File: src/hw/rtl/mdsu_pkg.sv
// shared types and constants for the sample dump packet unpacker
// used by mdsu_in_reg, mdsu_core and midi_sample_dump_packet_unpacker
package mdsu_pkg;

  localparam int unsigned ByteW   = 8;
  localparam int unsigned SampleW = 32;
  localparam int unsigned PosW    = 7;
  localparam int unsigned DepthW  = 5;

  localparam logic [ByteW-1:0] StartHi = 8'hF0;
  localparam logic [ByteW-1:0] StartLo = 8'h7E;
  localparam logic [ByteW-1:0] EndByte = 8'hF7;

  localparam logic [PosW-1:0] PosFirst     = 7'd0;
  localparam logic [PosW-1:0] PosSecond    = 7'd1;
  localparam logic [PosW-1:0] PosDataFirst = 7'd5;
  localparam logic [PosW-1:0] PosCheck     = 7'd125;
  localparam logic [PosW-1:0] PosEnd       = 7'd126;

  localparam logic [DepthW-1:0] DepthReset     = 5'd8;
  localparam logic [DepthW-1:0] DepthTwoBelow   = 5'd14;
  localparam logic [DepthW-1:0] DepthThreeBelow = 5'd21;

  typedef enum logic [1:0] {
    KIND_SAMPLE    = 2'd0,
    KIND_DONE      = 2'd1,
    KIND_BAD_START = 2'd2,
    KIND_BAD_END   = 2'd3
  } kind_e;

  typedef struct packed {
    logic [SampleW-1:0] sample;
    kind_e              kind;
  } result_t;

  // left shift of a data byte by its place in the group
  function automatic logic [4:0] group_shift(input logic [1:0] n);
    logic [4:0] s;
    case (n)
      2'd0:    s = 5'd25;
      2'd1:    s = 5'd18;
      2'd2:    s = 5'd11;
      default: s = 5'd4;
    endcase
    return s;
  endfunction

  // bytes per sample for a bit depth
  function automatic logic [2:0] group_size(input logic [DepthW-1:0] depth);
    logic [2:0] g;
    if (depth < DepthTwoBelow) begin
      g = 3'd2;
    end else if (depth < DepthThreeBelow) begin
      g = 3'd3;
    end else begin
      g = 3'd4;
    end
    return g;
  endfunction

endpackage

File: src/hw/rtl/mdsu_in_reg.sv
// input register stage of the sample dump packet unpacker
// depends on mdsu_pkg
module mdsu_in_reg (
  input  logic                      clk_i,
  input  logic                      rst_ni,
  input  logic                      in_valid_i,
  output logic                      in_ready_o,
  input  logic [mdsu_pkg::ByteW-1:0] in_byte_i,
  input  logic                      step_i,
  output logic                      hold_valid_o,
  output logic [mdsu_pkg::ByteW-1:0] hold_byte_o
);

  logic                      valid_q, valid_d;
  logic [mdsu_pkg::ByteW-1:0] byte_q;
  logic                      load;

  assign in_ready_o = !valid_q || step_i;
  assign load       = in_valid_i && in_ready_o;

  always_comb begin
    valid_d = valid_q;
    if (load) begin
      valid_d = 1'b1;
    end else if (step_i) begin
      valid_d = 1'b0;
    end
  end

  always_ff @(posedge clk_i or negedge rst_ni) begin
    if (!rst_ni) begin
      valid_q <= 1'b0;
    end else begin
      valid_q <= valid_d;
    end
  end

  always_ff @(posedge clk_i) begin
    if (load) begin
      byte_q <= in_byte_i;
    end
  end

  assign hold_valid_o = valid_q;
  assign hold_byte_o  = byte_q;

endmodule

File: src/hw/rtl/mdsu_core.sv
// packet position tracking and sample assembly, one byte per step
// depends on mdsu_pkg
module mdsu_core (
  input  logic                        clk_i,
  input  logic                        rst_ni,
  input  logic                        step_i,
  input  logic [mdsu_pkg::ByteW-1:0]  byte_i,
  input  logic [mdsu_pkg::DepthW-1:0] depth_i,
  output logic                        res_valid_o,
  output mdsu_pkg::result_t           res_o
);

  logic [mdsu_pkg::PosW-1:0]    pos_q, pos_d;
  logic [mdsu_pkg::ByteW-1:0]   first_q, first_d;
  logic [mdsu_pkg::SampleW-1:0] acc_q, acc_d;
  logic [1:0]                   cnt_q, cnt_d;

  logic [2:0]                   gsize;
  logic [2:0]                   cnt_inc;
  logic [mdsu_pkg::SampleW-1:0] part;
  logic [mdsu_pkg::SampleW-1:0] acc_new;

  assign gsize   = mdsu_pkg::group_size(depth_i);
  assign cnt_inc = {1'b0, cnt_q} + 3'd1;
  assign part    = {{(mdsu_pkg::SampleW-mdsu_pkg::ByteW){1'b0}}, byte_i}
                   << mdsu_pkg::group_shift(cnt_q);
  assign acc_new = (gsize == 3'd2) ? (acc_q + part) : (acc_q | part);

  always_comb begin
    pos_d        = pos_q;
    first_d      = first_q;
    acc_d        = acc_q;
    cnt_d        = cnt_q;
    res_valid_o  = 1'b0;
    res_o.sample = '0;
    res_o.kind   = mdsu_pkg::KIND_SAMPLE;
    if (pos_q == mdsu_pkg::PosFirst) begin
      first_d = byte_i;
      acc_d   = '0;
      cnt_d   = 2'd0;
      pos_d   = mdsu_pkg::PosSecond;
    end else if (pos_q == mdsu_pkg::PosSecond) begin
      if (first_q != mdsu_pkg::StartHi || byte_i != mdsu_pkg::StartLo) begin
        pos_d       = mdsu_pkg::PosFirst;
        res_valid_o = 1'b1;
        res_o.kind  = mdsu_pkg::KIND_BAD_START;
      end else begin
        pos_d = pos_q + 7'd1;
      end
    end else if (pos_q >= mdsu_pkg::PosEnd) begin
      pos_d       = mdsu_pkg::PosFirst;
      res_valid_o = 1'b1;
      res_o.kind  = (byte_i == mdsu_pkg::EndByte) ? mdsu_pkg::KIND_DONE
                                                  : mdsu_pkg::KIND_BAD_END;
    end else begin
      pos_d = pos_q + 7'd1;
      if (pos_q >= mdsu_pkg::PosDataFirst && pos_q < mdsu_pkg::PosCheck) begin
        if (cnt_inc >= gsize) begin
          acc_d        = '0;
          cnt_d        = 2'd0;
          res_valid_o  = 1'b1;
          res_o.sample = acc_new;
        end else begin
          acc_d = acc_new;
          cnt_d = cnt_inc[1:0];
        end
      end
    end
  end

  always_ff @(posedge clk_i or negedge rst_ni) begin
    if (!rst_ni) begin
      pos_q   <= '0;
      first_q <= '0;
      acc_q   <= '0;
      cnt_q   <= '0;
    end else if (step_i) begin
      pos_q   <= pos_d;
      first_q <= first_d;
      acc_q   <= acc_d;
      cnt_q   <= cnt_d;
    end
  end

endmodule

File: src/hw/rtl/midi_sample_dump_packet_unpacker.sv
// top level of the sample dump packet unpacker: config register, result register
// depends on mdsu_pkg, mdsu_in_reg and mdsu_core
//
// Takes one packet byte per clock on the input stream while the output side takes
// results, and gives one result per sample or per packet status on the output
// stream. A byte passes an input register, then the parse and sample assembly
// logic, then a result register. Bytes that make no result (header, checksum,
// partial groups) leave nothing on the output.
// Results: tuser 0 a sample, 1 packet ended well, 2 bad start word (the next
// byte is taken as a new packet start), 3 bad terminator. The user must write
// bit depth over the cfg channel only while the block is idle; the block
// itself does not enforce it.
module midi_sample_dump_packet_unpacker (
  input  logic        clk_i,
  input  logic        rst_ni,
  input  logic        cfg_valid_i,
  output logic        cfg_ready_o,
  input  logic [4:0]  cfg_data_i,     // sample depth
  input  logic        s_axis_tvalid,
  output logic        s_axis_tready,
  input  logic [7:0]  s_axis_tdata,   // data_byte
  output logic        m_axis_tvalid,
  input  logic        m_axis_tready,
  output logic [31:0] m_axis_tdata,   // sample
  output logic [1:0]  m_axis_tuser    // kind
);

  logic [mdsu_pkg::DepthW-1:0] depth_q;
  logic                        hold_valid;
  logic [mdsu_pkg::ByteW-1:0]  hold_byte;
  logic                        step;
  logic                        res_valid;
  mdsu_pkg::result_t           res;
  logic                        out_valid_q, out_valid_d;
  mdsu_pkg::result_t           out_q;

  assign cfg_ready_o = 1'b1;

  always_ff @(posedge clk_i or negedge rst_ni) begin
    if (!rst_ni) begin
      depth_q <= mdsu_pkg::DepthReset;
    end else if (cfg_valid_i) begin
      depth_q <= cfg_data_i;
    end
  end

  // advance when the input register holds a byte and the result register is free or being emptied
  assign step = hold_valid && (!out_valid_q || m_axis_tready);

  mdsu_in_reg u_in_reg (
    .clk_i        (clk_i),
    .rst_ni       (rst_ni),
    .in_valid_i   (s_axis_tvalid),
    .in_ready_o   (s_axis_tready),
    .in_byte_i    (s_axis_tdata),
    .step_i       (step),
    .hold_valid_o (hold_valid),
    .hold_byte_o  (hold_byte)
  );

  mdsu_core u_core (
    .clk_i       (clk_i),
    .rst_ni      (rst_ni),
    .step_i      (step),
    .byte_i      (hold_byte),
    .depth_i     (depth_q),
    .res_valid_o (res_valid),
    .res_o       (res)
  );

  always_comb begin
    out_valid_d = out_valid_q;
    if (step) begin
      out_valid_d = res_valid;
    end else if (m_axis_tready) begin
      out_valid_d = 1'b0;
    end
  end

  always_ff @(posedge clk_i or negedge rst_ni) begin
    if (!rst_ni) begin
      out_valid_q <= 1'b0;
    end else begin
      out_valid_q <= out_valid_d;
    end
  end

  always_ff @(posedge clk_i) begin
    if (step && res_valid) begin
      out_q <= res;
    end
  end

  assign m_axis_tvalid = out_valid_q;
  assign m_axis_tdata  = out_q.sample;
  assign m_axis_tuser  = out_q.kind;

endmodule
File: config.mk
export PLATFORM = sky130hd
export DESIGN_NAME = midi_sample_dump_packet_unpacker
export DESIGN_NICKNAME = d
export VERILOG_FILES = /design/src/hw/rtl/mdsu_pkg.sv /design/src/hw/rtl/mdsu_in_reg.sv /design/src/hw/rtl/mdsu_core.sv /design/src/hw/rtl/midi_sample_dump_packet_unpacker.sv
export SDC_FILE = /design/constraint.sdc
export NUM_CORES = 1
export LEC_CHECK = 0
export BUFFER_PORTS_ARGS = -buffer_cell sky130_fd_sc_hd__buf_2
export CAP_MARGIN = 15
export CORE_ASPECT_RATIO = 0.9
export CORE_MARGIN = 1
export CORE_UTILIZATION = 38
export DETAILED_ROUTE_END_ITERATION = 16
export PLACE_DENSITY = 0.51
export SYNTH_ARGS = -nofsm -noshare
export SYNTH_HDL_FRONTEND = slang
export SYNTH_HIERARCHICAL = 1
export SYNTH_SLANG_ARGS = --single-unit
File: constraint.sdc
create_clock -name clk_i -period 6.3 [get_ports clk_i]
set_clock_uncertainty 0.15 [all_clocks]
set_input_delay 0.315 -clock clk_i [delete_from_list [all_inputs] [get_ports clk_i]]
set_output_delay 0.315 -clock clk_i [all_outputs]
set_load 0.02 [all_outputs]
==> results by group, run 1 <==
Clock network
  • TritonCTS Sinks: 98
  • Clock transition at path regs: 0.08 ns
  • TritonCTS clock tree: built
  • Hold_buf cts: 9
  • Clock latency on the worst-skew pair: 0.36 ns
  • PostCTS Resize Cnt: 0
  • Post-CTS Setup Bufs: 0
  • CTS Buf Count: 9
  • CTS root buffer: clkbuf_16
  • Clock tree buffer depth: 2
  • Htree depth: 3

Logic synthesis
  • Post-synthesis mux area share: 4.58%
  • Ys Warns: 6
  • Syn Area/Cell: 8.69 um^2
  • Number of flops mapped to enable cells by yosys: 42
  • Yosys cell types: 66
  • Primary FF master, synth: dfrtp_1
  • Share of flip-flops with an asynchronous set or reset: 57.1%
  • Post-synthesis cell count: 852
  • XOR/XNOR Fraction of Synth Area: 3.31%
  • Seq/Total Area, Yosys: 36.0%
  • Synth top area cells: dfrtp_1, edfxtp_1, ha_1
  • Synth Area in Simple Gates: 17.6%
  • Flops & latches, synth: 98
  • Post-synthesis compound-gate area fraction: 18.7%
  • Synth top area share: 18.6%
  • Adder-cell share of the synthesized area: 14.0%
  • Synth Cell Area: 7400 um^2
  • Largest family of logic cells by synthesized area: compound AO/OA/AOI/OAI gates
  • Post-Syn Nets: 952
  • Dominant cell type by area after synthesis: dfrtp_1

STA
  • Tcrit/Tclk final: 81.2%
  • Worst Max-Slew Pin Slew: 0.945 ns
  • Final Slew Violations: 0
  • Number of setup violations in the final report: 0
  • Worst slew margin: 37.0%
  • Min cycle time layout: 5.11 ns
  • Fmax achieved: 0.196 GHz
  • Hold slack: -0.0187 ns
  • RSZ-0062 raised after global routing: no
  • Final Hold Fails: 25
  • Final TNS setup: 0 ns

Global route
  • Gr usage total: 20.5%
  • Vias in the first global route: 5779
  • Congestion Overflow GR: 0
  • Largest net degree at the start of global routing: 57
  • Initial antenna violation count: 0
  • Global-route wire length before repair: 31700 um

Place
  • Cell area after placement: 7920 um^2
  • Global placer's final weighted congestion: 0.890
  • DP HPWL: 14200 um
  • Placed Instances: 1127
  • Input/output buffers: 53

Drt
  • Routed Antenna Nets: 0
  • Drc violations: 0
  • Vias: 6113
  • Starting DRT DRC Count: 342
  • Initial DRT Pass Iterations: 5
  • Vias per cell: 5.30
  • Total Wirelength: 19400 um
  • WL/cell: 16.8 um

Layout
  • Nets: 998
  • Synth-to-Final Area Change: 13.0%
  • Share of cells above drive strength 1: 12.2%
  • ANT cells: 0
  • Core Util, Final: 43.7%
  • FILL cells: 1931
  • Non-filler instance count after layout: 1153
  • Finished Cell Area: 8370 um^2

Worst setup path
  • Largest stage delay on the critical path: 0.54 ns
  • Worst EP arrival: 5.08 ns
  • CP Capture Type: flop
  • CP Data Required Time: 6.27 ns
  • Setup CP Type: flop to flop
  • Maximum fanout along the worst path: 17
  • Ordered list of cells on the worst path: inv_1 > ha_1 > or2_2 > mux2i_1 > nor2_1 > a31oi_1 > o21ai_0 > nand3_1 > ha_1 > a21o_1 > a31oi_1 > o21ai_0 > o21ba_4 > o41a_1 > o31ai_4 > nor3_1 > a211o_1
  • Crit start category: flop
  • Crit-path slowest cell: o41a_1

Floorplanning
  • Row count: 48
  • IO Count: 55
  • Die height: 134 um
  • Die X: 149 um
  • Initial Utilization: 38.6%
  • Die footprint: 20000 um^2
  • Core Area: 19200 um^2

Power
  • Pwr Density: 350 nW/um^2
  • Leakage: 3.78 nW
  • Max IR drop VDD: 0.000219 V

Status
  • Status: finished, violations left
  • Violated checks: negative hold slack

Worst hold path
  • Worst hold path class: input port to async pin

Job
  • # Max-Cap Violations: 0
[critical path: cells and delay by family (launching register included)]
kind                       cells  cell delay (ns)
adders and majority gates      2             0.65
and+or+nand+nor                4             0.91
AOI/OAI and AO/OA              9             2.41
DFF                            1             0.47
buffers and inverters          1             0.09
muxes                          1             0.19
[logic make-up after synthesis]
family / count (synthesis)
other: 1
and+or+nand+nor: 285
DFF: 98
buffers and inverters: 112
AOI/OAI and AO/OA: 214
adders and majority gates: 82
muxes: 32
xor gates and xnor gates: 28
[path summary, 6_finish.rpt]
path                                                     from                       endpoint  slack [ns]  cells past startpoint
worst max register to register    u_core/cnt_q[0]$_DFFE_PN0P_     m_axis_tdata[31]$_DFFE_PP_        1.19                     17
worst min register to register  u_core/first_q[2]$_DFFE_PN0P_  u_core/first_q[2]$_DFFE_PN0P_        0.36                      1
worst min-delay path                                   rst_ni    u_core/acc_q[8]$_DFFE_PN0P_       -0.02                      2
min in group clk_i                              cfg_data_i[4]         depth_q[4]$_DFFE_PN0P_        0.04                      2
max in group asynchronous                              rst_ni   u_core/acc_q[27]$_DFFE_PN0P_        5.49                      2
worst max-delay path              u_core/cnt_q[0]$_DFFE_PN0P_     m_axis_tdata[31]$_DFFE_PP_        1.19                     17
[cell type report]
class,count,area [um^2],share of cell area (%)
clock buffers,13,304,3.63
flip-flops and latches,98,2660,31.8
repair buffers,71,443,5.29
clock inverters,3,22.5,0.269
well taps,250,313,3.74
multi-input cells,642,4340,51.8
inverters,76,285,3.41
[where the power goes]
group / switching (mW) / leakage (nW) / total, mW / internal (mW)
clock network: 0.259 / 0.162 / 0.602 / 0.343
registers: 0.0784 / 1.14 / 0.893 / 0.815
logic: 0.931 / 2.48 / 1.44 / 0.505
[cells in the final DEF, fill, tap and decap left out, types with 9 or more instances in the layout]
cell / count
nand3_1: 16
ha_1: 81
edfxtp_1: 42
xnor2_1: 18
inv_1: 76
dfrtp_1: 55
a21o_1: 19
o21ai_0: 59
nand4_1: 9
o21a_1: 9
nand2_1: 109
mux2i_1: 17
nand2b_1: 10
mux2_2: 15
a21oi_1: 50
nor2_1: 70
nor3_1: 26
clkbuf_16: 12
o22ai_1: 10
dlygate4sd3_1: 9
buf_2: 53
xor2_1: 10
[Yosys cell counts (10+ instances only)]
cell / count
ha_1: 81
nand3_1: 16
xnor2_1: 18
mux2_2: 15
dfrtp_1: 55
a21oi_1: 50
o21ai_0: 59
o22ai_1: 10
nand2_1: 109
clkbuf_1: 30
a21o_1: 19
nor3_1: 26
inv_1: 76
xor2_1: 10
edfxtp_1: 42
mux2i_1: 17
nor2_1: 70
nand2b_1: 10
[flip-flops by register name (all words and copies together) (netlist names)]
signal,count
m_axis_tuser,2
u_in_reg/hold_valid_o,1
u_in_reg/hold_byte_o,8
u_core/acc_q,32
u_core/cnt_q,2
u_core/pos_q,7
m_axis_tvalid,1
u_core/first_q,8
m_axis_tdata,32
depth_q,5
[per-layer routing]
layer | part of all wire, % | routed length (um) | global-route usage [%]
met1 | 51 | 9840 | 30.2
met2 | 45 | 8660 | 31.2
met3 | 3.5 | 688 | 3.03
met4 | 1.1 | 206 | 4.82
met5 | 0 | 0 | 0
[through the flow]
step                hold slack [ns]  total power [mW]  setup slack (ns)
detailed placement            0.343              2.32              1.26
global placement              0.341              2.32              1.32
CTS                          0.0190              2.94              1.26
finish                      -0.0187              2.93              1.19
global route                 0.0367              3.15             0.893
floorplan                    -0.131              1.93              1.76
(Power assumes the default switching activity.)
==> inputs of run 2 (changes only) <==
--- a/config.mk
+++ b/config.mk
@@ -5,13 +5,14 @@
 export SDC_FILE = /design/constraint.sdc
 export NUM_CORES = 1
 export LEC_CHECK = 0
+export ABC_AREA = 1
 export BUFFER_PORTS_ARGS = -buffer_cell sky130_fd_sc_hd__buf_2
 export CAP_MARGIN = 15
 export CORE_ASPECT_RATIO = 0.9
 export CORE_MARGIN = 1
 export CORE_UTILIZATION = 38
 export DETAILED_ROUTE_END_ITERATION = 16
-export PLACE_DENSITY = 0.51
+export PLACE_DENSITY = 0.52
 export SYNTH_ARGS = -nofsm -noshare
 export SYNTH_HDL_FRONTEND = slang
 export SYNTH_HIERARCHICAL = 1
==> constraint.sdc (replaced) <==
create_clock -name clk_i -period 4.5 [get_ports clk_i]
set_clock_uncertainty 0.15 [all_clocks]
set_input_delay 0.225 -clock clk_i [delete_from_list [all_inputs] [get_ports clk_i]]
set_output_delay 0.225 -clock clk_i [all_outputs]
set_load 0.02 [all_outputs]
==> results by group, run 2 <==
Power
  • Leakage: 4.82 nW (+28%)
  • Max IR drop VDD: 0.000357 V (+63%)
  • Pwr Density: 540 nW/um^2 (+54%)

Worst setup path
  • Critical Path Sink: m_axis_tdata[27]$_DFFE_PP_
  • Crit start category: flop
  • CP Capture Type: flop
  • R2R depth: 19 (+2)
  • CP Launch Point: u_core/cnt_q[0]$_DFFE_PN0P_
  • Setup CP Type: flop to flop
  • Worst EP arrival: 4.14 ns (-0.94 ns)
  • Origin of the critical flop-to-flop path: u_core/cnt_q[0]$_DFFE_PN0P_
  • R2R setup slack: 0.32 ns (-0.87 ns)
  • Maximum fanout along the worst path: 9 (-8)
  • Reg-to-Reg End: m_axis_tdata[27]$_DFFE_PP_
  • CP Data Required Time: 4.46 ns (-1.81 ns)

Clock network
  • Clock tree buffer depth: 2 (unchanged)
  • CTS root buffer: clkbuf_16
  • Post-CTS Setup Bufs: 0 (unchanged)
  • Htree depth: 3 (unchanged)
  • TritonCTS Sinks: 98 (unchanged)
  • CTS Buf Count: 9 (unchanged)
  • Clock latency on the worst-skew pair: 0.36 ns (about the same)
  • TritonCTS clock tree: built
  • Clock transition at path regs: 0.08 ns (about the same)

Place
  • Global placer's final weighted congestion: 0.932 (+4.8%)
  • DP HPWL: 17900 um (+26%)
  • Placed Instances: 1533 (+36%)
  • DP Worst Slack: 0.0883 ns (-1.18 ns)
  • Input/output buffers: 53 (unchanged)

Drt
  • Initial DRT Pass Iterations: 5 (unchanged)
  • Drc violations: 0 (unchanged)
  • WL/cell: 15.0 um (-11%)
  • Routed Antenna Nets: 0 (unchanged)
  • Starting DRT DRC Count: 502 (+47%)
  • Vias per cell: 4.69 (-12%)
  • Vias: 7357 (+20%)
  • Total Wirelength: 23600 um (+21%)

Logic synthesis
  • Synth Cell Area: 8110 um^2 (+9.5%)
  • Synth top area share: 18.7% (+0.067 points)
  • Synth top area cells: nand2_1, dfrtp_1, edfxtp_1
  • Flops & latches, synth: 98 (unchanged)
  • Yosys cell types: 46 (-30%)
  • Post-Syn Nets: 1308 (+37%)
  • Post-synthesis cell count: 1208 (+42%)
  • Primary FF master, synth: dfrtp_1
  • Dominant cell type by area after synthesis: nand2_1
  • Seq/Total Area, Yosys: 32.9% (-3.1 points)
  • Share of flip-flops with an asynchronous set or reset: 57.1% (unchanged)
  • Top post-synthesis cells by count: nand2_1, inv_1, nor2_1
  • Number of flops mapped to enable cells by yosys: 42 (unchanged)
  • Cell with the most instances after synthesis: nand2_1
  • Syn Area/Cell: 6.71 um^2 (-23%)
  • Ys Warns: 6 (unchanged)

STA
  • Hold slack: 0.0106 ns (+0.0293 ns)
  • RSZ-0062 raised after global routing: no
  • Tcrit/Tclk final: 92.9% (+12 points)
  • Final WS setup: 0.320 ns (-0.866 ns)
  • Fmax achieved: 0.239 GHz (+22%)
  • Final TNS setup: 0 ns (unchanged)
  • Final Hold Fails: 0 (-100%)
  • Number of setup violations in the final report: 0 (unchanged)
  • Min cycle time layout: 4.18 ns (-0.934 ns)
  • Worst slew margin: 51.3% (+14 points)
  • Worst Max-Slew Pin Slew: 0.729 ns (-0.217 ns)
  • Final Slew Violations: 0 (unchanged)

Layout
  • Synth-to-Final Area Change: 13.4%
  • Most frequent cells in the layout: nand2_1, inv_1, nor2_1, nand3_1, ha_1
  • Nets: 1378 (+38%)
  • ANT cells: 0 (unchanged)
  • Core Util, Final: 44.1% (+0.45 points)
  • Non-filler instance count after layout: 1569 (+36%)
  • Share of cells above drive strength 1: 8.18% (-4.0 points)
  • Commonest non-fill, non-tap cell in the layout: nand2_1

Floorplanning
  • Die footprint: 21900 um^2 (+9.4%)
  • Row count: 50 (+4.2%)
  • Die height: 141 um (+4.6%)
  • Core Area: 20800 um^2 (+8.7%)
  • Die X: 156 um (+4.6%)
  • Initial Utilization: 38.9% (+0.28 points)
  • IO Count: 55 (unchanged)

Status
  • Status: complete, no violations

Global route
  • Gr usage total: 22.2% (+1.8 points)
  • Initial antenna violation count: 0 (unchanged)
  • Largest net degree at the start of global routing: 39 (-32%)
  • Congestion Overflow GR: 0 (unchanged)
  • Vias in the first global route: 6696 (+16%)
  • Global-route wire length before repair: 36900 um (+16%)

Worst hold path
  • Worst hold path class: input port to flop
  • Hold path start: cfg_valid_i

Job
  • # Max-Cap Violations: 0 (unchanged)
-- run 2: changes by cell type in the layout (fill, tap and decap cells not counted), moves of 10 or more --
cell / delta
mux2_2: -14
nor3_1: -17
o21ai_0: -20
nor2_1: +35
inv_1: +168
nand2b_1: -10
a21oi_1: -26
nand3_1: +68
nand2_1: +294
mux2i_1: -16
a21o_1: -18
o21ai_1: +19
-- run 2: kinds of logic after synthesis --
logic type | Yosys count | share of synthesized area [%]
xor+xnor | 19 | 2.05
simple gates | 626 | 31.5
other cells | 1 | 0.0463
fa+ha+maj | 82 | 12.7
mux | 2 | 0.262
compound gates | 106 | 7.24
flops | 98 | 32.9
buf+inv | 274 | 13.3
-- run 2: metal layers --
metal  part of all wire [%]  GRT usage [%]
met1                     52           32.5
met2                     42           33.8
met3                    4.3           3.78
met4                    1.4           5.78
met5                      0              0
-- run 2: final cells by class --
cell class,instances,area (um^2)
well taps,286,358
repair buffers,82,528
clock inverters,6,73.8
flip-flops and latches,98,2660
multi-input cells,838,4390
inverters,249,937
fillers,2187,11600
clock buffers,10,239
-- run 2: timing repair --
| item | in CTS | in global routing |
|---|---|---|
| hold buffers | 18 | 0 |
| hold endpoints to repair | 41 | 0 |
| gates resized for setup | 0 | 5 |
| endpoints found under the setup margin | 0 | 25 |
-- run 2: worst min-delay path by stage --
stage | end | slack [ns] | depth (start not counted)
after floorplan | depth_q[0]$_DFFE_PN0P_ | -0.22 | 0
after global placement | m_axis_tvalid$_DFFE_PN0P_ | 0.16 | 1
after detailed placement | m_axis_tvalid$_DFFE_PN0P_ | 0.17 | 1
after CTS | depth_q[2]$_DFFE_PN0P_ | 0.003 | 2
after global routing | depth_q[2]$_DFFE_PN0P_ | 0.03 | 2
final | depth_q[2]$_DFFE_PN0P_ | 0.01 | 2
-- run 2: where the power goes --
group / total, mW / internal [mW] / switching [mW]
Combinational: 2.73 / 0.853 / 1.88
Sequential: 1.39 / 1.24 / 0.149
Clock: 0.837 / 0.454 / 0.383
Total: 4.96 / 2.55 / 2.41
-- run 2: metrics by stage --
stage,total power [mW],area (um^2)
floorplan,3.32,8110
global placement,4.10,8680
detailed placement,4.11,8680
CTS,4.98,9170
global route,5.39,9190
finish,4.96,9190
-- run 2: critical path, stage by stage, from the launching register on --
cell	delay [ns]
dfrtp_1	0.44
inv_1	0.12
ha_2	0.34
clkinv_1	0.23
o21ai_0	0.29
o21ai_0	0.15
nand2_1	0.09
o21ai_0	0.16
nor2_1	0.21
inv_1	0.06
ha_1	0.41
nand2_1	0.15
nor2_1	0.26
nand2_1	0.11
nor3_1	0.21
nand2_1	0.16
nand3_1	0.11
nand3_1	0.15
nand2_1	0.11
nor2_1	0.04
